**config.mk**
```make
export PLATFORM = sky130hd
export DESIGN_NAME = wrapped_angle_speed_estimator_top
export DESIGN_NICKNAME = d
export VERILOG_FILES = /design/src/wase_pkg.sv /design/src/wase_seq.sv /design/src/wase_dp.sv /design/src/wrapped_angle_speed_estimator_top.sv
export SDC_FILE = /design/constraint.sdc
export NUM_CORES = 2
export LEC_CHECK = 0
export BUFFER_PORTS_ARGS = -buffer_cell sky130_fd_sc_hd__buf_2
export CAP_MARGIN = 10
export CORE_ASPECT_RATIO = 0.75
export CORE_MARGIN = 2
export CORE_UTILIZATION = 35
export DETAILED_ROUTE_END_ITERATION = 10
export PLACE_DENSITY = 0.6
export RECOVER_POWER = 25
export SYNTH_ARGS = -nofsm -noshare
export SYNTH_HDL_FRONTEND = slang
export SYNTH_SLANG_ARGS = --single-unit
```
**constraint.sdc**
```tcl
create_clock -name clock -period 8.6 [get_ports clock]
set_clock_uncertainty 0.2 [all_clocks]
set_input_delay 1.72 -clock clock [delete_from_list [all_inputs] [get_ports clock]]
set_output_delay 1.72 -clock clock [all_outputs]
set_load 0.01 [all_outputs]
```
**src/wase_pkg.sv**
```systemverilog
`timescale 1ns / 1ps
// ----------------------------------------------------------------------------
// wase_pkg: shared types, constants and microcode for the speed estimator
// Holds the control word layout, the operation and branch codes, and the
// read-only program that steps the datapath through one angle sample.
// ----------------------------------------------------------------------------
package wase_pkg;

   localparam int ANG_W   = 16;
   localparam int TICK_W  = 32;
   localparam int SPEED_W = 29;
   localparam int ALPHA_W = 16;
   localparam int QUO_W   = 32;
   localparam int STEP_W  = 4;
   localparam int CNT_W   = 5;

   // Number of restoring division iterations, one quotient bit each.
   localparam int DIV_STEPS = QUO_W;

   // 2*pi*1000 in Q16.16.
   localparam logic [28:0] SPEED_K = 29'd411774832;

   localparam logic signed [30:0] SAT_HI = 31'sd268435455;
   localparam logic signed [30:0] SAT_LO = -31'sd268435456;

   localparam logic [ALPHA_W-1:0] ALPHA_RESET = 16'd6554;

   // Datapath operations.
   localparam logic [3:0] OP_NOP  = 4'd0;
   localparam logic [3:0] OP_LOAD = 4'd1;
   localparam logic [3:0] OP_MUL  = 4'd2;
   localparam logic [3:0] OP_NUM  = 4'd3;
   localparam logic [3:0] OP_DIV  = 4'd4;
   localparam logic [3:0] OP_SIGN = 4'd5;
   localparam logic [3:0] OP_FMUL = 4'd6;
   localparam logic [3:0] OP_FUPD = 4'd7;
   localparam logic [3:0] OP_ARM  = 4'd8;
   localparam logic [3:0] OP_EMIT = 4'd9;

   // Sequencing conditions.
   localparam logic [2:0] COND_NEXT       = 3'd0;
   localparam logic [2:0] COND_WAIT_IN    = 3'd1;
   localparam logic [2:0] COND_IF_UNARMED = 3'd2;
   localparam logic [2:0] COND_IF_DT_ZERO = 3'd3;
   localparam logic [2:0] COND_LOOP       = 3'd4;
   localparam logic [2:0] COND_JUMP       = 3'd5;
   localparam logic [2:0] COND_WAIT_OUT   = 3'd6;

   // Program step addresses.
   localparam logic [STEP_W-1:0] S_IDLE    = 4'd0;
   localparam logic [STEP_W-1:0] S_CHK_ARM = 4'd1;
   localparam logic [STEP_W-1:0] S_CHK_DT  = 4'd2;
   localparam logic [STEP_W-1:0] S_MUL     = 4'd3;
   localparam logic [STEP_W-1:0] S_NUM     = 4'd4;
   localparam logic [STEP_W-1:0] S_DIV     = 4'd5;
   localparam logic [STEP_W-1:0] S_SIGN    = 4'd6;
   localparam logic [STEP_W-1:0] S_FMUL    = 4'd7;
   localparam logic [STEP_W-1:0] S_FUPD    = 4'd8;
   localparam logic [STEP_W-1:0] S_ARM     = 4'd9;
   localparam logic [STEP_W-1:0] S_EMIT    = 4'd10;

   typedef struct packed {
      logic [3:0]        op;
      logic [2:0]        cond;
      logic [STEP_W-1:0] target;
   } ucode_type;

   // Control from sequencer to datapath: the operation and whether it fires.
   typedef struct packed {
      logic [3:0] op;
      logic       go;
   } ctrl_type;

   // Status from datapath back to the sequencer.
   typedef struct packed {
      logic armed;
      logic dt_zero;
      logic out_busy;
   } stat_type;

   function automatic ucode_type ucode_rom(input logic [STEP_W-1:0] step);
      ucode_type w;
      unique case (step)
         S_IDLE:    w = '{op: OP_LOAD, cond: COND_WAIT_IN,    target: S_CHK_ARM};
         S_CHK_ARM: w = '{op: OP_NOP,  cond: COND_IF_UNARMED, target: S_ARM};
         S_CHK_DT:  w = '{op: OP_NOP,  cond: COND_IF_DT_ZERO, target: S_EMIT};
         S_MUL:     w = '{op: OP_MUL,  cond: COND_NEXT,       target: S_IDLE};
         S_NUM:     w = '{op: OP_NUM,  cond: COND_NEXT,       target: S_IDLE};
         S_DIV:     w = '{op: OP_DIV,  cond: COND_LOOP,       target: S_IDLE};
         S_SIGN:    w = '{op: OP_SIGN, cond: COND_NEXT,       target: S_IDLE};
         S_FMUL:    w = '{op: OP_FMUL, cond: COND_NEXT,       target: S_IDLE};
         S_FUPD:    w = '{op: OP_FUPD, cond: COND_JUMP,       target: S_EMIT};
         S_ARM:     w = '{op: OP_ARM,  cond: COND_NEXT,       target: S_IDLE};
         S_EMIT:    w = '{op: OP_EMIT, cond: COND_WAIT_OUT,   target: S_IDLE};
         default:   w = '{op: OP_NOP,  cond: COND_JUMP,       target: S_IDLE};
      endcase
      return w;
   endfunction

endpackage

```
**src/wase_seq.sv**
```systemverilog
`timescale 1ns / 1ps
// ----------------------------------------------------------------------------
// wase_seq: microcode sequencer
// Step counter over the program table, an iteration counter for the divide
// loop, and the conditional branch logic that picks the next step.
// ----------------------------------------------------------------------------
module wase_seq
   import wase_pkg::*;
(
   input  logic     clock,
   input  logic     reset,
   input  logic     req_valid,
   input  stat_type stat,
   output ctrl_type ctrl
);

   logic [STEP_W-1:0] step_ff, step_in;
   logic [CNT_W-1:0]  cnt_ff, cnt_in;
   ucode_type         uc;
   logic              go;
   logic              loop_done;

   always_comb begin
      uc        = ucode_rom(step_ff);
      loop_done = (cnt_ff == CNT_W'(DIV_STEPS - 1));
      unique case (uc.cond)
         COND_WAIT_IN:  go = req_valid;
         COND_WAIT_OUT: go = !stat.out_busy;
         default:       go = 1'b1;
      endcase
      ctrl.op = uc.op;
      ctrl.go = go;
   end

   always_comb begin
      step_in = step_ff;
      cnt_in  = cnt_ff;
      unique case (uc.cond)
         COND_NEXT:       step_in = step_ff + 1'b1;
         COND_WAIT_IN,
         COND_WAIT_OUT:   step_in = go ? uc.target : step_ff;
         COND_IF_UNARMED: step_in = stat.armed ? step_ff + 1'b1 : uc.target;
         COND_IF_DT_ZERO: step_in = stat.dt_zero ? uc.target : step_ff + 1'b1;
         COND_LOOP: begin
            if (loop_done) begin
               step_in = step_ff + 1'b1;
               cnt_in  = '0;
            end else begin
               cnt_in  = cnt_ff + 1'b1;
            end
         end
         COND_JUMP:       step_in = uc.target;
         default:         step_in = S_IDLE;
      endcase
   end

   always_ff @(posedge clock) begin
      if (reset) begin
         step_ff <= S_IDLE;
         cnt_ff  <= '0;
      end else begin
         step_ff <= step_in;
         cnt_ff  <= cnt_in;
      end
   end

   // The iteration counter only runs inside the divide loop.
   a_cnt_in_div: assert property (@(posedge clock) disable iff (reset)
      cnt_ff != '0 |-> step_ff == S_DIV)
      else $error("divide counter active outside the divide step");

   // An accepted word always moves on to the arming check.
   a_load_next: assert property (@(posedge clock) disable iff (reset)
      (ctrl.op == OP_LOAD && ctrl.go) |=> step_ff == S_CHK_ARM)
      else $error("sequencer did not advance after accepting a word");

endmodule

```
**src/wase_dp.sv**
```systemverilog
`timescale 1ns / 1ps
// ----------------------------------------------------------------------------
// wase_dp: estimator datapath
// Sample registers, angle step and elapsed time, one multiplier stage for
// the scale, a radix-2 restoring divider, the low-pass update with
// saturation, and the result register.
// ----------------------------------------------------------------------------
module wase_dp
   import wase_pkg::*;
#(
   parameter int ANGLE_BITS = 16
) (
   input  logic                clock,
   input  logic                reset,
   input  ctrl_type            ctrl,
   input  logic [ANG_W-1:0]    req_angle,
   input  logic [TICK_W-1:0]   req_tick,
   input  logic                csr_valid,
   input  logic [ALPHA_W-1:0]  csr_data,
   input  logic                rsp_ready,
   output stat_type            stat,
   output logic                rsp_valid,
   output logic [SPEED_W-1:0]  rsp_speed,
   output logic [ANG_W-1:0]    rsp_angle
);

   localparam int AW  = ANGLE_BITS;
   localparam int MW  = AW + 29;
   localparam int NW  = AW + 32;
   localparam int FPW = 47;

   logic [ALPHA_W-1:0]        alpha_ff, alpha_in;
   logic                      armed_ff, armed_in;
   logic [AW-1:0]             last_angle_ff, last_angle_in;
   logic [TICK_W-1:0]         last_tick_ff, last_tick_in;
   logic [ANG_W-1:0]          angle_ff, angle_in;
   logic [TICK_W-1:0]         dt_ff, dt_in;
   logic                      neg_ff, neg_in;
   logic [AW-1:0]             mag_ff, mag_in;
   logic [MW-1:0]             mprod_ff, mprod_in;
   logic [QUO_W-1:0]          quo_ff, quo_in;
   logic [QUO_W-1:0]          rem_ff, rem_in;
   logic signed [29:0]        fdiff_ff, fdiff_in;
   logic signed [FPW-1:0]     fprod_ff, fprod_in;
   logic signed [SPEED_W-1:0] filt_ff, filt_in;
   logic                      rsp_valid_ff, rsp_valid_in;
   logic [SPEED_W-1:0]        rsp_speed_ff, rsp_speed_in;
   logic [ANG_W-1:0]          rsp_angle_ff, rsp_angle_in;

   logic [AW-1:0]             angle_aw;
   logic [AW-1:0]             diff;
   logic [NW-1:0]             numer;
   logic [QUO_W:0]            shifted;
   logic [QUO_W:0]            trial;
   logic [SPEED_W-1:0]        qmag;
   logic signed [SPEED_W-1:0] raw;
   logic signed [16:0]        alpha_s;
   logic signed [FPW-1:0]     rnd;
   logic signed [30:0]        upd;

   always_comb begin
      alpha_in      = alpha_ff;
      armed_in      = armed_ff;
      last_angle_in = last_angle_ff;
      last_tick_in  = last_tick_ff;
      angle_in      = angle_ff;
      dt_in         = dt_ff;
      neg_in        = neg_ff;
      mag_in        = mag_ff;
      mprod_in      = mprod_ff;
      quo_in        = quo_ff;
      rem_in        = rem_ff;
      fdiff_in      = fdiff_ff;
      fprod_in      = fprod_ff;
      filt_in       = filt_ff;
      rsp_valid_in  = rsp_valid_ff && !rsp_ready;
      rsp_speed_in  = rsp_speed_ff;
      rsp_angle_in  = rsp_angle_ff;

      angle_aw = AW'(req_angle);
      diff     = angle_aw - last_angle_ff;
      numer    = NW'(mprod_ff) + (NW'(dt_ff) << (AW - 1));
      shifted  = {rem_ff, quo_ff[QUO_W-1]};
      trial    = shifted - {1'b0, dt_ff};
      qmag     = {1'b0, quo_ff[SPEED_W-2:0]};
      raw      = neg_ff ? $signed(SPEED_W'(0) - qmag) : $signed(qmag);
      alpha_s  = $signed({1'b0, alpha_ff});
      rnd      = fprod_ff + FPW'(32768);
      upd      = $signed({{2{filt_ff[SPEED_W-1]}}, filt_ff}) + $signed(rnd[FPW-1:16]);

      if (csr_valid) begin
         alpha_in = csr_data;
      end

      if (ctrl.go) begin
         unique case (ctrl.op)
            OP_LOAD: begin
               angle_in      = req_angle;
               dt_in         = req_tick - last_tick_ff;
               neg_in        = diff[AW-1];
               mag_in        = diff[AW-1] ? (AW'(0) - diff) : diff;
               last_angle_in = angle_aw;
               last_tick_in  = req_tick;
            end
            OP_MUL: begin
               mprod_in = MW'(mag_ff) * MW'(SPEED_K);
            end
            OP_NUM: begin
               quo_in = numer[NW-1:AW];
               rem_in = '0;
            end
            OP_DIV: begin
               if (!trial[QUO_W]) begin
                  rem_in = trial[QUO_W-1:0];
                  quo_in = {quo_ff[QUO_W-2:0], 1'b1};
               end else begin
                  rem_in = shifted[QUO_W-1:0];
                  quo_in = {quo_ff[QUO_W-2:0], 1'b0};
               end
            end
            OP_SIGN: begin
               fdiff_in = {raw[SPEED_W-1], raw} - {filt_ff[SPEED_W-1], filt_ff};
            end
            OP_FMUL: begin
               fprod_in = FPW'(alpha_s) * FPW'(fdiff_ff);
            end
            OP_FUPD: begin
               if (upd > SAT_HI) begin
                  filt_in = SAT_HI[SPEED_W-1:0];
               end else if (upd < SAT_LO) begin
                  filt_in = SAT_LO[SPEED_W-1:0];
               end else begin
                  filt_in = upd[SPEED_W-1:0];
               end
            end
            OP_ARM: begin
               filt_in  = '0;
               armed_in = 1'b1;
            end
            OP_EMIT: begin
               rsp_valid_in = 1'b1;
               rsp_speed_in = filt_ff;
               rsp_angle_in = angle_ff;
            end
            default: begin
            end
         endcase
      end
   end

   always_ff @(posedge clock) begin
      if (reset) begin
         alpha_ff      <= ALPHA_RESET;
         armed_ff      <= 1'b0;
         last_angle_ff <= '0;
         last_tick_ff  <= '0;
         filt_ff       <= '0;
         rsp_valid_ff  <= 1'b0;
      end else begin
         alpha_ff      <= alpha_in;
         armed_ff      <= armed_in;
         last_angle_ff <= last_angle_in;
         last_tick_ff  <= last_tick_in;
         filt_ff       <= filt_in;
         rsp_valid_ff  <= rsp_valid_in;
      end
   end

   always_ff @(posedge clock) begin
      angle_ff     <= angle_in;
      dt_ff        <= dt_in;
      neg_ff       <= neg_in;
      mag_ff       <= mag_in;
      mprod_ff     <= mprod_in;
      quo_ff       <= quo_in;
      rem_ff       <= rem_in;
      fdiff_ff     <= fdiff_in;
      fprod_ff     <= fprod_in;
      rsp_speed_ff <= rsp_speed_in;
      rsp_angle_ff <= rsp_angle_in;
   end

   assign stat.armed    = armed_ff;
   assign stat.dt_zero  = (dt_ff == '0);
   assign stat.out_busy = rsp_valid_ff && !rsp_ready;
   assign rsp_valid     = rsp_valid_ff;
   assign rsp_speed     = rsp_speed_ff;
   assign rsp_angle     = rsp_angle_ff;

   // The divider never runs with a zero divisor.
   a_div_nonzero: assert property (@(posedge clock) disable iff (reset)
      (ctrl.go && ctrl.op == OP_DIV) |-> dt_ff != '0)
      else $error("divide step entered with zero elapsed time");

   // Once armed, the block stays armed until reset.
   a_armed_sticky: assert property (@(posedge clock) disable iff (reset)
      armed_ff |=> armed_ff)
      else $error("armed flag dropped without reset");

endmodule

```
**src/wrapped_angle_speed_estimator_top.sv**
```systemverilog
`timescale 1ns / 1ps
// ----------------------------------------------------------------------------
// wrapped_angle_speed_estimator_top: angular speed from timestamped angles
// Turns absolute angle samples with millisecond timestamps into a low-pass
// filtered angular speed in rad/s, signed Q13.16, and echoes the angle.
// ----------------------------------------------------------------------------
// Each input word carries an angle (2^ANGLE_BITS counts per turn, upper bits
// ignored for the speed) and a millisecond tick. The first word after reset
// arms the block and returns speed 0. Each later word takes the angle step,
// wrapped to a signed half turn, divides it by the elapsed ticks (modulo
// 2^32) with rounding of halves away from zero, and moves the filtered speed
// toward that raw speed by the weight filter_alpha/65536, saturating to 29
// bits. A word with zero elapsed time leaves the filtered speed unchanged.
// Exactly one result word leaves per input word. A small microcoded
// sequencer drives the datapath; a word that needs the division passes
// through the arming and elapsed-time checks, the scale multiply, the
// numerator step, the 32 iterations of the one-bit-per-cycle restoring
// divider, the sign step, the filter multiply and update and the emit step,
// and the next word is taken only after the emit step. The arming word goes
// from the arming check through the arm step to the emit step, and a
// zero-elapsed word goes from the elapsed-time check straight to the emit
// step. The result sits in an output register, so the next word can be taken
// while a result waits. Neither the input nor the configuration port is ready
// while reset is held. Write filter_alpha only while the block is idle; it resets to 6554 (about 0.1).
// ----------------------------------------------------------------------------
module wrapped_angle_speed_estimator_top
   import wase_pkg::*;
#(
   parameter int ANGLE_BITS = 16
) (
   input  logic        clock,
   input  logic        reset,
   input  logic        req_tvalid,
   output logic        req_tready,
   input  logic [47:0] req_tdata,    // [15:0] angle_turn, [47:16] tick_ms
   output logic        rsp_tvalid,
   input  logic        rsp_tready,
   output logic [47:0] rsp_tdata,    // [28:0] speed_q16, [44:29] angle_out, zero pad
   input  logic        csr_valid,
   output logic        csr_ready,
   input  logic [15:0] csr_data      // filter_alpha
);

   ctrl_type           ctrl;
   stat_type           stat;
   logic [SPEED_W-1:0] rsp_speed;
   logic [ANG_W-1:0]   rsp_angle;

   wase_seq u_seq (
      .clock     (clock),
      .reset     (reset),
      .req_valid (req_tvalid),
      .stat      (stat),
      .ctrl      (ctrl)
   );

   wase_dp #(
      .ANGLE_BITS (ANGLE_BITS)
   ) u_dp (
      .clock     (clock),
      .reset     (reset),
      .ctrl      (ctrl),
      .req_angle (req_tdata[15:0]),
      .req_tick  (req_tdata[47:16]),
      .csr_valid (csr_valid),
      .csr_data  (csr_data),
      .rsp_ready (rsp_tready),
      .stat      (stat),
      .rsp_valid (rsp_tvalid),
      .rsp_speed (rsp_speed),
      .rsp_angle (rsp_angle)
   );

   // The block takes a word only while the program sits at its load step.
   assign req_tready = (ctrl.op == OP_LOAD) && !reset;
   // The alpha register can be written at any time outside reset.
   assign csr_ready  = !reset;
   assign rsp_tdata  = {3'b000, rsp_angle, rsp_speed};

endmodule

```
==> results.py <==
metrics = {
    "global_route": {
        "first_global_vias": 33500,
        "grt_pass1_wl_mm": 189,
        "grt_max_degree": 80,
        "track_usage_pct": 17.9,
        "use_met3_pct": 3.25,
        "use_met1_pct": 26.3,
        "antenna_found_initial": 0,
        "grt_busiest_layer": "met2",
        "grtUsageMet2_pct": 27.9,
        "overflow": 0,
    },
    "setup_path": {
        "startpoint_type": "flip-flop",
        "ff2ff_path_depth": 24,
        "critPathRequiredTime_ns": 8.73,
        "worstReg2RegEnd": "u_dp.fprod_ff[46]$_DFFE_PP_",
        "critPathCaptureType": "flip-flop",
        "timing.rr.start": "u_dp.alpha_ff[2]$_SDFFE_PP0P_",
        "arrival_ns": 7.97,
        "rrSetupSlack_ns": 0.76,
        "critical_path_class": "reg2reg",
        "crit_fanout": 16,
    },
    "cts": {
        "cts_max_path_buffers": 3,
        "clock_latency_ns": 0.63,
        "cts_tree": "done",
        "clock_sinks": 380,
        "cts_resized": 0,
        "cts_root_buf": "clkbuf_16",
        "h-tree-depth": 2,
        "path_clk_slew_ns": 0.07,
        "hold_buffers": 0,
        "cts_setup_buffers": 0,
        "cts_buffers": 44,
    },
    "sta": {
        "worst_pin_slew_ns": 3.38,
        "setup_viol": 0,
        "post-route-period-util_pct": 91.2,
        "totalNegativeSetupSlack_ns": 0,
        "hold_viol": 0,
        "drv_slew": 167,
        "slew-limit-headroom_pct": -125,
        "fmax_mhz": 128,
        "period_minus_slack_ns": 7.84,
        "rsz0062_at_grt": "false",
    },
    "final_layout": {
        "area_growth_pct": 8.53,
        "multiInputGateArea_mm2": 0.0313,
        "n_fill_cell": 13000,
        "fin_nets": 6047,
        "final_cell_mix": "inv_1 (923), fa_1 (596), nand2_1 (577), ha_1 (459), a21oi_1 (272)",
        "seq_area_mm2": 0.0103,
        "final_common_cell": "inv_1",
        "drive_gt1_share_pct": 4.48,
    },
    "synthesis": {
        "async_flop_share_pct": 0,
        "synth_cell_types": 86,
        "ys_top_cells_by_area": "fa_1 (26%), edfxtp_1 (17%), ha_1 (13%)",
        "avgSynthCellArea_um2": 9.38,
        "yosysWarningCount": 0,
        "synth-seq-area-share_pct": 22.5,
        "syn_area_mm2": 0.0457,
        "yosys_most_used_dff": "edfxtp_1",
        "yosysTopAreaCellShare_pct": 26.1,
        "synth_edf_count": 266,
        "synth_seq_cells": 380,
        "yosysTopAreaCell": "fa_1",
        "synth_cells": 4869,
    },
    "detailed_routing": {
        "postRouteAntennaNets": 0,
        "drtIter0Drc": 2467,
        "via_count": 33000,
        "drc": 0,
        "drt-total-wl_mm": 118,
        "wl_per_cell_um": 17.6,
        "viasPerCell": 4.92,
        "firstDrtPassIters": 5,
    },
    "status": {
        "outcome": "finished, violations left",
        "violations": "max-capacitance violations, max-slew violations",
    },
    "floorplan": {
        "boundaryPins": 120,
        "initial_core_util_pct": 35.3,
        "rows": 114,
        "coreArea_mm2": 0.129,
        "die_w_um": 421,
        "die_h_um": 317,
        "dieArea_mm2": 0.133,
    },
    "job": {
        "drv_cap": 3,
    },
    "place": {
        "finalWeightedCongestion": 0.895,
        "io_buffers": 116,
        "hpwlAfterDp_mm": 95.3,
    },
    "min_path": {
        "min_path_type": "reg2reg",
        "holdPathEnd": "u_dp.rsp_angle[6]$_DFFE_PP_",
        "worstHoldStart": "u_dp.angle_ff[6]$_DFFE_PP_",
        "hold_depth": 0,
    },
}
==> routing by layer <==
layer / share of wire, % / vias up
met5: 0 / -
met4: 1.4 / 0
met3: 6.8 / 103
met2: 44 / 869
met1: 48 / 16200
li1: - / 15800
==> cell families (layout without fill, tap and decap cells) <==
| kind of cell | count (synthesis) | in the layout | synth area share [%] |
|---|---|---|---|
| fa+ha+maj | 1055 | 1055 | 38.7 |
| mux | 22 | 22 | 0.485 |
| buf+inv | 1076 | 1164 | 9.00 |
| simple gates | 1315 | 1315 | 13.6 |
| flops | 380 | 380 | 22.5 |
| other cells | 1 | 4 | 0.00821 |
| compound gates | 750 | 750 | 10.6 |
| xor+xnor | 270 | 270 | 5.18 |
==> layout make-up <==
| cell class | instances | area share (%) |
|---|---|---|
| clock inverter | 23 | 0.530 |
| multi-input combinational | 3415 | 63.2 |
| inverter | 924 | 7.00 |
| clock buffer | 59 | 2.48 |
| sequential | 380 | 20.7 |
| antenna | 1 | 0.00505 |
| tap | 1740 | 4.39 |
| timing repair buffer | 158 | 1.65 |
==> sequential cells by signal, summed over array words and instances (netlist names), 29 cells and up <==
| signal | cells |
|---|---|
| u_dp.last_tick_ff | 32 |
| u_dp.quo_ff | 32 |
| u_dp.rem_ff | 32 |
| u_dp.fprod_ff | 32 |
| u_dp.mprod_ff | 30 |
| u_dp.dt_ff | 32 |
| u_dp.rsp_speed | 29 |
| u_dp.fdiff_ff | 30 |
| u_dp.filt_ff | 29 |
==> worst max-delay path, stage by stage (launching register included) <==
cell	delay (ns)
dfxtp_1	0.76
buf_4	0.34
nand2_1	0.09
fa_1	0.53
fa_1	0.44
fa_1	0.51
inv_1	0.05
fa_1	0.49
fa_1	0.62
inv_1	0.08
fa_1	0.54
inv_1	0.04
ha_1	0.36
a21oi_1	0.15
nor2b_1	0.05
o21ai_0	0.14
nand2b_1	0.09
a21o_1	0.18
a211oi_1	0.29
a21oi_1	0.20
o21ai_0	0.55
o31ai_1	0.16
a21oi_1	0.36
o211ai_1	0.18
xnor2_1	0.16
==> worst max path at each step <==
stage	end	depth (start not counted)	startpoint	slack, ns
2_1_floorplan	u_dp.quo_ff[0]$_DFFE_PP_	3	rsp_tready	1.43
3_3_place_gp	u_dp.fprod_ff[44]$_DFFE_PP_	24	u_dp.alpha_ff[2]$_SDFFE_PP0P_	0.96
3_5_place_dp	u_dp.fprod_ff[44]$_DFFE_PP_	24	u_dp.alpha_ff[2]$_SDFFE_PP0P_	0.86
4_1_cts	u_dp.fprod_ff[44]$_DFFE_PP_	24	u_dp.alpha_ff[2]$_SDFFE_PP0P_	0.83
5_1_grt	u_dp.fprod_ff[44]$_DFFE_PP_	24	u_dp.alpha_ff[2]$_SDFFE_PP0P_	0.39
6_report	u_dp.fprod_ff[46]$_DFFE_PP_	24	u_dp.alpha_ff[2]$_SDFFE_PP0P_	0.76
==> Yosys cell counts, drive strengths merged (8+ instances only) <==
cell type	count
nor4	15
o211ai	18
o2111ai	8
a211o	9
fa	596
and4	9
o21bai	28
nand3	90
a21boi	12
inv	924
nor3	39
ha	459
xnor2	193
and2	192
a21o	98
clkbuf	133
nor2	205
nor2b	50
o21a	25
dfxtp	114
a221oi	10
edfxtp	266
or3	16
mux2i	21
xor2	77
o41ai	8
nand4	20
buf	19
a41oi	8
a211oi	41
o31ai	22
nand2	578
a31oi	16
or2	15
a21oi	274
o21ai	127
and3	31
nand2b	31
==> stage by stage <==
step / cell area [µm²] / cells / util (%) / setup slack (ns) / hold WS, ns
5_1_grt: 49600 / 6699 / 38.3 / 0.395 / 0.224
6_report: 49600 / 6700 / 38.3 / 0.758 / 0.216
4_1_cts: 49700 / 6699 / 38.4 / 0.832 / 0.218
2_1_floorplan: 45700 / 4871 / - / 1.43 / 0.200
3_3_place_gp: 48200 / 6617 / 37.3 / 0.955 / 0.202
3_5_place_dp: 48200 / 6617 / 37.3 / 0.863 / 0.205
Power is left out: the tool's default activity adds up to more than one toggle a clock period on the data nets, which glitch-free logic cannot reach.
